## config.mk

```make
export PLATFORM = sky130hd
export DESIGN_NAME = ip_range_to_cidr_blocks_core
export DESIGN_NICKNAME = d
export VERILOG_FILES = /design/src/design/ipcidr_pkg.sv /design/src/design/ipcidr_dp.sv /design/src/design/ipcidr_ctrl.sv /design/src/design/ip_range_to_cidr_blocks_core.sv
export SDC_FILE = /design/constraint.sdc
export NUM_CORES = 1
export LEC_CHECK = 0
export ABC_AREA = 1
export BUFFER_PORTS_ARGS = -buffer_cell sky130_fd_sc_hd__buf_2
export CELL_PAD_IN_SITES_DETAIL_PLACEMENT = 0
export CELL_PAD_IN_SITES_GLOBAL_PLACEMENT = 1
export CORE_MARGIN = 5
export CORE_UTILIZATION = 40
export DETAILED_ROUTE_END_ITERATION = 7
export PLACE_DENSITY = 0.76
export SYNTH_ARGS = -nofsm -noshare
export SYNTH_HDL_FRONTEND = slang
export SYNTH_SLANG_ARGS = --single-unit
```

## constraint.sdc

```tcl
create_clock -name clk -period 4.36 [get_ports clk]
set_clock_uncertainty 0.1 [all_clocks]
set_input_delay 1.308 -clock clk [delete_from_list [all_inputs] [get_ports clk]]
set_output_delay 1.308 -clock clk [all_outputs]
set_load 0.02 [all_outputs]
```

## src/design/ipcidr_pkg.sv

```systemverilog
// ipcidr_pkg: payload and control types shared by the CIDR cover block.
// No dependencies; imported by ipcidr_dp, ipcidr_ctrl and the core.
`timescale 1ns / 1ps

package ipcidr_pkg;

  localparam int unsigned FIELD_ADDR_W = 32;
  localparam int unsigned PREFIX_W     = 6;

  typedef struct packed {
    logic [FIELD_ADDR_W-1:0] range_low;
    logic [FIELD_ADDR_W-1:0] range_high;
  } range_item_t;

  typedef struct packed {
    logic [FIELD_ADDR_W-1:0] block_base;
    logic [PREFIX_W-1:0]     prefix_len;
    logic                    last_block;
    logic                    range_error;
    logic                    truncated;
  } block_item_t;

  // controller -> datapath
  typedef struct packed {
    logic load;   // capture a new range
    logic emit;   // write current block to output register and step
  } ipcidr_cmd_t;

  // datapath -> controller
  typedef struct packed {
    logic last;   // block at the current address ends this range
  } ipcidr_sts_t;

endpackage

```

## src/design/ipcidr_dp.sv

```systemverilog
// ipcidr_dp: address walk datapath, block size step and output register.
// Depends on ipcidr_pkg.
`timescale 1ns / 1ps

module ipcidr_dp #(
  parameter int unsigned ADDR_BITS  = 32,
  parameter int unsigned MAX_BLOCKS = 32
) (
  input  logic                      clk,
  input  ipcidr_pkg::range_item_t   range_data,
  input  ipcidr_pkg::ipcidr_cmd_t   cmd,
  output ipcidr_pkg::ipcidr_sts_t   sts,
  output ipcidr_pkg::block_item_t   block_data
);
  import ipcidr_pkg::*;

  localparam int unsigned AW1 = ADDR_BITS + 1;
  localparam int unsigned CW  = $clog2(MAX_BLOCKS + 1);
  localparam int unsigned KW  = $clog2(ADDR_BITS + 1);

  logic [ADDR_BITS-1:0] lo_in, hi_in;
  logic [ADDR_BITS-1:0] cur, cur_next;
  logic [AW1-1:0]       rem, rem_next;       // addresses left, hi - cur + 1
  logic                 err;
  logic [CW-1:0]        count;

  logic [AW1-1:0]       smear;
  logic [ADDR_BITS-1:0] fit_mask, align_mask, blk_mask;
  logic [AW1-1:0]       blk_mask_ext;
  logic [KW-1:0]        k_enc;
  logic                 done, trunc;
  block_item_t          res;

  assign lo_in = range_data.range_low[ADDR_BITS-1:0];
  assign hi_in = range_data.range_high[ADDR_BITS-1:0];

  // largest 2^k <= rem: smear rem right, mask is smear >> 1
  always_comb begin
    smear = rem;
    for (int i = 0; (1 << i) < AW1; i++) begin
      smear = smear | (smear >> (1 << i));
    end
  end
  assign fit_mask = smear[AW1-1:1];

  // alignment: trailing zeros of cur, whole space when cur is zero
  assign align_mask = (cur == '0) ? '1 : ((cur - 1'b1) & ~cur);
  assign blk_mask   = fit_mask & align_mask;

  // thermometer to count: find the top edge of the mask
  assign blk_mask_ext = {1'b0, blk_mask};
  always_comb begin
    k_enc = '0;
    for (int i = 0; i < ADDR_BITS; i++) begin
      if (blk_mask_ext[i] && !blk_mask_ext[i+1]) begin
        k_enc = k_enc | KW'(i + 1);
      end
    end
  end

  assign rem_next = rem - blk_mask_ext - 1'b1;
  assign cur_next = cur + blk_mask + 1'b1;
  assign done     = (rem_next == '0);
  assign trunc    = !done && (count == CW'(MAX_BLOCKS - 1));

  assign sts.last = err || done || trunc;

  always_comb begin
    if (err) begin
      res.block_base  = '0;
      res.prefix_len  = '0;
      res.last_block  = 1'b1;
      res.range_error = 1'b1;
      res.truncated   = 1'b0;
    end else begin
      res.block_base  = FIELD_ADDR_W'(cur);
      res.prefix_len  = PREFIX_W'(ADDR_BITS) - PREFIX_W'(k_enc);
      res.last_block  = done || trunc;
      res.range_error = 1'b0;
      res.truncated   = trunc;
    end
  end

  always_ff @(posedge clk) begin
    if (cmd.load) begin
      cur   <= lo_in;
      rem   <= {1'b0, hi_in} - {1'b0, lo_in} + 1'b1;
      err   <= (lo_in > hi_in);
      count <= '0;
    end else if (cmd.emit) begin
      cur   <= cur_next;
      rem   <= rem_next;
      count <= count + 1'b1;
    end
    if (cmd.emit) begin
      block_data <= res;
    end
  end

endmodule

```

## src/design/ipcidr_ctrl.sv

```systemverilog
// ipcidr_ctrl: sequencer for range intake and block output handshakes.
// Depends on ipcidr_pkg.
`timescale 1ns / 1ps

module ipcidr_ctrl (
  input  logic                    clk,
  input  logic                    rst,
  input  logic                    range_valid,
  output logic                    range_ready,
  output logic                    block_valid,
  input  logic                    block_ready,
  output ipcidr_pkg::ipcidr_cmd_t cmd,
  input  ipcidr_pkg::ipcidr_sts_t sts
);
  import ipcidr_pkg::*;

  localparam logic ST_IDLE = 1'b0;
  localparam logic ST_RUN  = 1'b1;

  logic state, state_next;
  logic out_full, out_full_next;

  assign range_ready = (state == ST_IDLE);
  assign block_valid = out_full;

  assign cmd.load = range_valid && range_ready;
  assign cmd.emit = (state == ST_RUN) && (!out_full || block_ready);

  always_comb begin
    state_next = state;
    unique case (state)
      ST_IDLE: begin
        if (cmd.load) state_next = ST_RUN;
      end
      ST_RUN: begin
        if (cmd.emit && sts.last) state_next = ST_IDLE;
      end
      default: state_next = ST_IDLE;
    endcase
  end

  always_comb begin
    if (cmd.emit) begin
      out_full_next = 1'b1;
    end else if (block_ready) begin
      out_full_next = 1'b0;
    end else begin
      out_full_next = out_full;
    end
  end

  always_ff @(posedge clk) begin
    if (rst) begin
      state    <= ST_IDLE;
      out_full <= 1'b0;
    end else begin
      state    <= state_next;
      out_full <= out_full_next;
    end
  end

endmodule

```

## src/design/ip_range_to_cidr_blocks_core.sv

```systemverilog
// ip_range_to_cidr_blocks_core: covers an inclusive address range with CIDR blocks.
// Depends on ipcidr_pkg, ipcidr_ctrl and ipcidr_dp.
`timescale 1ns / 1ps

// Takes one inclusive range (range_low..range_high) per transfer on the range
// channel and sends, in ascending order, the minimal set of aligned CIDR blocks
// that covers it, one block per transfer on the block channel. Each block is the
// largest one aligned at the current address that stays inside the range;
// last_block marks the final block of a range. A reversed range (low above
// high) gives a single result with range_error set. After MAX_BLOCKS blocks the
// walk stops and the final block carries truncated and last_block. Addresses
// are cut to their low ADDR_BITS bits first. A range is captured first, then
// its blocks are stepped out one by one (at most MAX_BLOCKS); a step waits
// while the output register is full and block_ready is low. Each step does the
// remaining-size smear, the alignment mask and one subtract for the remaining
// count. The next range is taken once the final block of the current one is
// in the output register, even while that block still waits for block_ready.
module ip_range_to_cidr_blocks_core #(
  parameter int unsigned MAX_BLOCKS = 32,   // 1..62
  parameter int unsigned ADDR_BITS  = 32    // 8..32
) (
  input  logic                    clk,
  input  logic                    rst,
  input  logic                    range_valid,
  output logic                    range_ready,
  input  ipcidr_pkg::range_item_t range_data,
  output logic                    block_valid,
  input  logic                    block_ready,
  output ipcidr_pkg::block_item_t block_data
);
  import ipcidr_pkg::*;

  ipcidr_cmd_t cmd;
  ipcidr_sts_t sts;

  // Controller: owns range_ready, block_valid and the run/idle state.
  ipcidr_ctrl u_ctrl (
    .clk         (clk),
    .rst         (rst),
    .range_valid (range_valid),
    .range_ready (range_ready),
    .block_valid (block_valid),
    .block_ready (block_ready),
    .cmd         (cmd),
    .sts         (sts)
  );

  // Datapath: current address, remaining size, block count, output payload.
  ipcidr_dp #(
    .ADDR_BITS  (ADDR_BITS),
    .MAX_BLOCKS (MAX_BLOCKS)
  ) u_dp (
    .clk        (clk),
    .range_data (range_data),
    .cmd        (cmd),
    .sts        (sts),
    .block_data (block_data)
  );

`ifndef SYNTHESIS
  // one range in flight: intake is closed right after a range is captured
  a_one_range: assert property (@(posedge clk) disable iff (rst)
    (range_valid && range_ready) |=> !range_ready)
    else $error("range accepted twice in a row");

  // error result is final, untruncated and carries no block
  a_err_form: assert property (@(posedge clk) disable iff (rst)
    (block_valid && block_data.range_error) |->
      (block_data.last_block && !block_data.truncated &&
       block_data.prefix_len == '0 && block_data.block_base == '0))
    else $error("malformed range error result");

  // truncation only on the final result
  a_trunc_last: assert property (@(posedge clk) disable iff (rst)
    (block_valid && block_data.truncated) |-> block_data.last_block)
    else $error("truncated result not marked last");

  // prefix never exceeds the address width
  a_prefix_rng: assert property (@(posedge clk) disable iff (rst)
    block_valid |-> (block_data.prefix_len <= PREFIX_W'(ADDR_BITS)))
    else $error("prefix length out of range");
`endif

endmodule

```

==> results.toml <==
[power_and_ir_drop]
p_leak_nw = 8.02
internal-power_mw = 3.85
power_mw = 6.75
clockPowerShare_pct = 21.1
power_density_mw_per_mm2 = 429
sequentialPowerShare_pct = 25.6
p_switching_mw = 2.90
combPwrFrac_pct = 53.4
switching_share_pct = 43.0
ir_drop_v = 0.000216

[placement]
port_buffers = 110
gp_congestion = 0.952
post-place-ws_ns = -0.246
dp_hpwl_mm = 34.9
numPlacedInstances = 2441

[job]
cap_violations = 0

[synth]
synth_warnings = 0
synth-seq-area-share_pct = 26.8
ys_top_cells_by_count = "nand2_1 (380), inv_1 (328), nor2_1 (216)"
yosysMostFrequentCell = "nand2_1"
ys_types = 56
yosys-top-cells-area = "edfxtp_1 (26%), ha_1 (16%), nand2_1 (11%)"
synth_nets = 2047
synth_top_area_cell = "edfxtp_1"
syn_avg_cell_area_um2 = 6.93
syn_inst = 1818
synth_edf_count = 107
ys_ff_latch = 115
syn-cell-area_mm2 = 0.0126
yosysTopAreaCellShare_pct = 25.5
async_flop_share_pct = 0
synth_flop_cell = "edfxtp_1"

[worst_setup_path]
critPathMaxFanout = 3
critPathMaxStageDelay_ns = 0.48
worstPathRequired_ns = 4.42
critPathCapture = "u_dp.cur[22]$_DFFE_PP_"
r2r.worst_path.cells = 35
crit_type = "register to register"
crit_path_frequent_cell = "nand2_2"
cp-startpoint = "u_dp.rem[31]$_DFFE_PP_"
arrival_ns = 4.36
cp-end-kind = "register"
timing.rr.end = "u_dp.cur[22]$_DFFE_PP_"
critPathSlowestCell = "edfxtp_1"
r2r_setup_slack_ns = 0.07
r2r-start = "u_dp.rem[31]$_DFFE_PP_"
crit_path_start_kind = "register"

[drt]
drc = 0
vias_per_cell = 5.18
vias = 12900
drt_pass1_iterations = 5
wl_mm = 43.1
post_drt_wl_per_cell_um = 17.3
drt-initial-drc-count = 994
final_antenna_net_count = 0

[sta]
hold_violations = 0
tightest_slew_ns = 0.964
min_period_ns = 4.29
slew_headroom_pct = 35.7
max_freq_mhz = 233
slew_viol_final = 0
hold_ws_ns = 0.383
period_share_pct = 98.5
fin_ws_ns = 0.0655
final-setup-viol-count = 0
rsz0062_at_grt = "true"

[clocking]
clk_path_buf_depth = 2
clk_latency_ns = 0.44
htree_levels = 4
clockRootBuffer = "clkbuf_16"
cts_sinks = 115
cts_tree = "done"
cts_made_buffers = 17
hold_buffers = 0
clk_pin_slew_ns = 0.06

[global_route]
antenna_found_initial = 2
grt_pass1_wl_mm = 66.5
gr-total-overflow = 0
grt_start_max_net_pins = 66
grtUsageTotal_pct = 23.8
grt_pass1_vias = 12400

[layout]
num-fill-cells = 3111
multi_input_area_mm2 = 0.00830
fin_cells = 2493
syn2layout_area_growth_pct = 24.8
nNetsFinal = 2308
regArea_mm2 = 0.00337
drive_gt1_share_pct = 22.0
antennaDiodeCount = 0

[die]
die_w_um = 187
row_count = 65
die_y_um = 187
io_pins = 111
start_util_pct = 40.2
die-area_mm2 = 0.0351
design.core.area_mm2 = 0.0313

[outcome]
status = "completed"

[min_path]
hold_depth = 2
min_path_type = "register to register"
flip-flops by register name, summed over array words and instances (netlist names):
signal,flops
u_dp.cur,32
u_ctrl.state,1
u_dp.block_data,41
u_dp.err,1
u_ctrl.block_valid,1
u_dp.count,6
u_dp.rem,33
per-stage QoR:
| stage | setup TNS (ns) | util, % | cell area [µm²] |
|---|---|---|---|
| after global placement | -0.853 | 46.5 | 14600 |
| final | 0 | 50.2 | 15700 |
| after detailed placement | -1.66 | 46.5 | 14600 |
| after CTS | 0 | 48.4 | 15200 |
| after floorplan | 0 | - | 12600 |
| after global routing | -1.40 | 50.2 | 15700 |
worst min path at each step:
| stage | from | to |
|---|---|---|
| 2_1_floorplan | u_dp.count[5]$_SDFFE_PP0P_ | u_dp.count[5]$_SDFFE_PP0P_ |
| 3_3_place_gp | u_dp.count[5]$_SDFFE_PP0P_ | u_dp.count[5]$_SDFFE_PP0P_ |
| 3_5_place_dp | u_dp.count[5]$_SDFFE_PP0P_ | u_dp.count[5]$_SDFFE_PP0P_ |
| 4_1_cts | u_dp.count[5]$_SDFFE_PP0P_ | u_dp.count[5]$_SDFFE_PP0P_ |
| 5_1_grt | u_dp.count[5]$_SDFFE_PP0P_ | u_dp.count[5]$_SDFFE_PP0P_ |
| 6_report | u_dp.count[5]$_SDFFE_PP0P_ | u_dp.count[5]$_SDFFE_PP0P_ |
layout by cell type (no fill, tap or decap), types with 7 or more instances in the layout:
| cell | n |
|---|---|
| nand3_1 | 89 |
| o22ai_1 | 11 |
| nor3_2 | 9 |
| nand2_2 | 38 |
| nand2_1 | 349 |
| nand4_1 | 32 |
| buf_2 | 110 |
| o21ai_1 | 18 |
| inv_1 | 321 |
| nor2_2 | 16 |
| or2_2 | 12 |
| buf_4 | 144 |
| dfxtp_1 | 8 |
| nand3_2 | 12 |
| xor2_1 | 15 |
| nor3_1 | 25 |
| a31oi_1 | 12 |
| o21ai_0 | 91 |
| nor2_4 | 15 |
| inv_2 | 13 |
| ha_1 | 150 |
| clkbuf_16 | 17 |
| edfxtp_1 | 107 |
| clkinv_2 | 7 |
| nand3b_1 | 8 |
| xnor2_1 | 15 |
| nor2_1 | 206 |
| a21oi_1 | 120 |
| nand2_4 | 14 |
critical path, delay by kind of cell (launching register included):
| kind | cells | cell delay, ns |
|---|---|---|
| buffers and inverters | 5 | 0.35 |
| AO/OA/AOI/OAI | 5 | 0.57 |
| adder cells (fa/ha/maj) | 2 | 0.51 |
| flip-flops | 1 | 0.48 |
| AND/OR/NAND/NOR | 22 | 1.80 |
| XOR/XNOR | 1 | 0.18 |
metal layers:
layer	up-vias	track usage (%)	wire length, µm	part of all wire (%)
li1	6523	-	-	-
met1	5948	35.4	21000	49
met2	390	36.4	18400	43
met3	53	3.47	2680	6.2
met4	2	6.10	954	2.2
met5	-	0	8	0.019
power by group through the flow:
stage	registers, mW	clock network, mW	logic [mW]
final	1.73	1.42	3.60
after global routing	1.74	1.49	3.97
after CTS	1.71	1.44	3.27
after detailed placement	1.73	0	3.22
after global placement	1.72	0	3.20
after floorplan	1.71	0	1.92
timing repair:
action,in CTS,in global routing
gates resized for setup,12,111
buffers inserted,1,20
endpoints found under the setup margin,9,24
pin swaps,3,40
final cells by class:
class | instances | share of cell area [%]
Clock buffer | 19 | 2.75
Clock inverter | 12 | 0.892
Inverter | 337 | 8.08
Multi-Input combinational cell | 1348 | 52.8
Sequential cell | 115 | 21.5
Tap cell | 402 | 3.20
Timing Repair Buffer | 260 | 10.8
kinds of logic after synthesis:
logic type	Yosys count	share of synthesized area [%]
AND/OR/NAND/NOR	841	30.1
buffers and inverters	355	10.6
AO/OA/AOI/OAI	311	13.9
adder cells (fa/ha/maj)	161	16.2
flip-flops	115	26.8
XOR/XNOR	34	2.36
multiplexers	1	0.0795
Note: power is estimated with default switching activity, not from simulation.
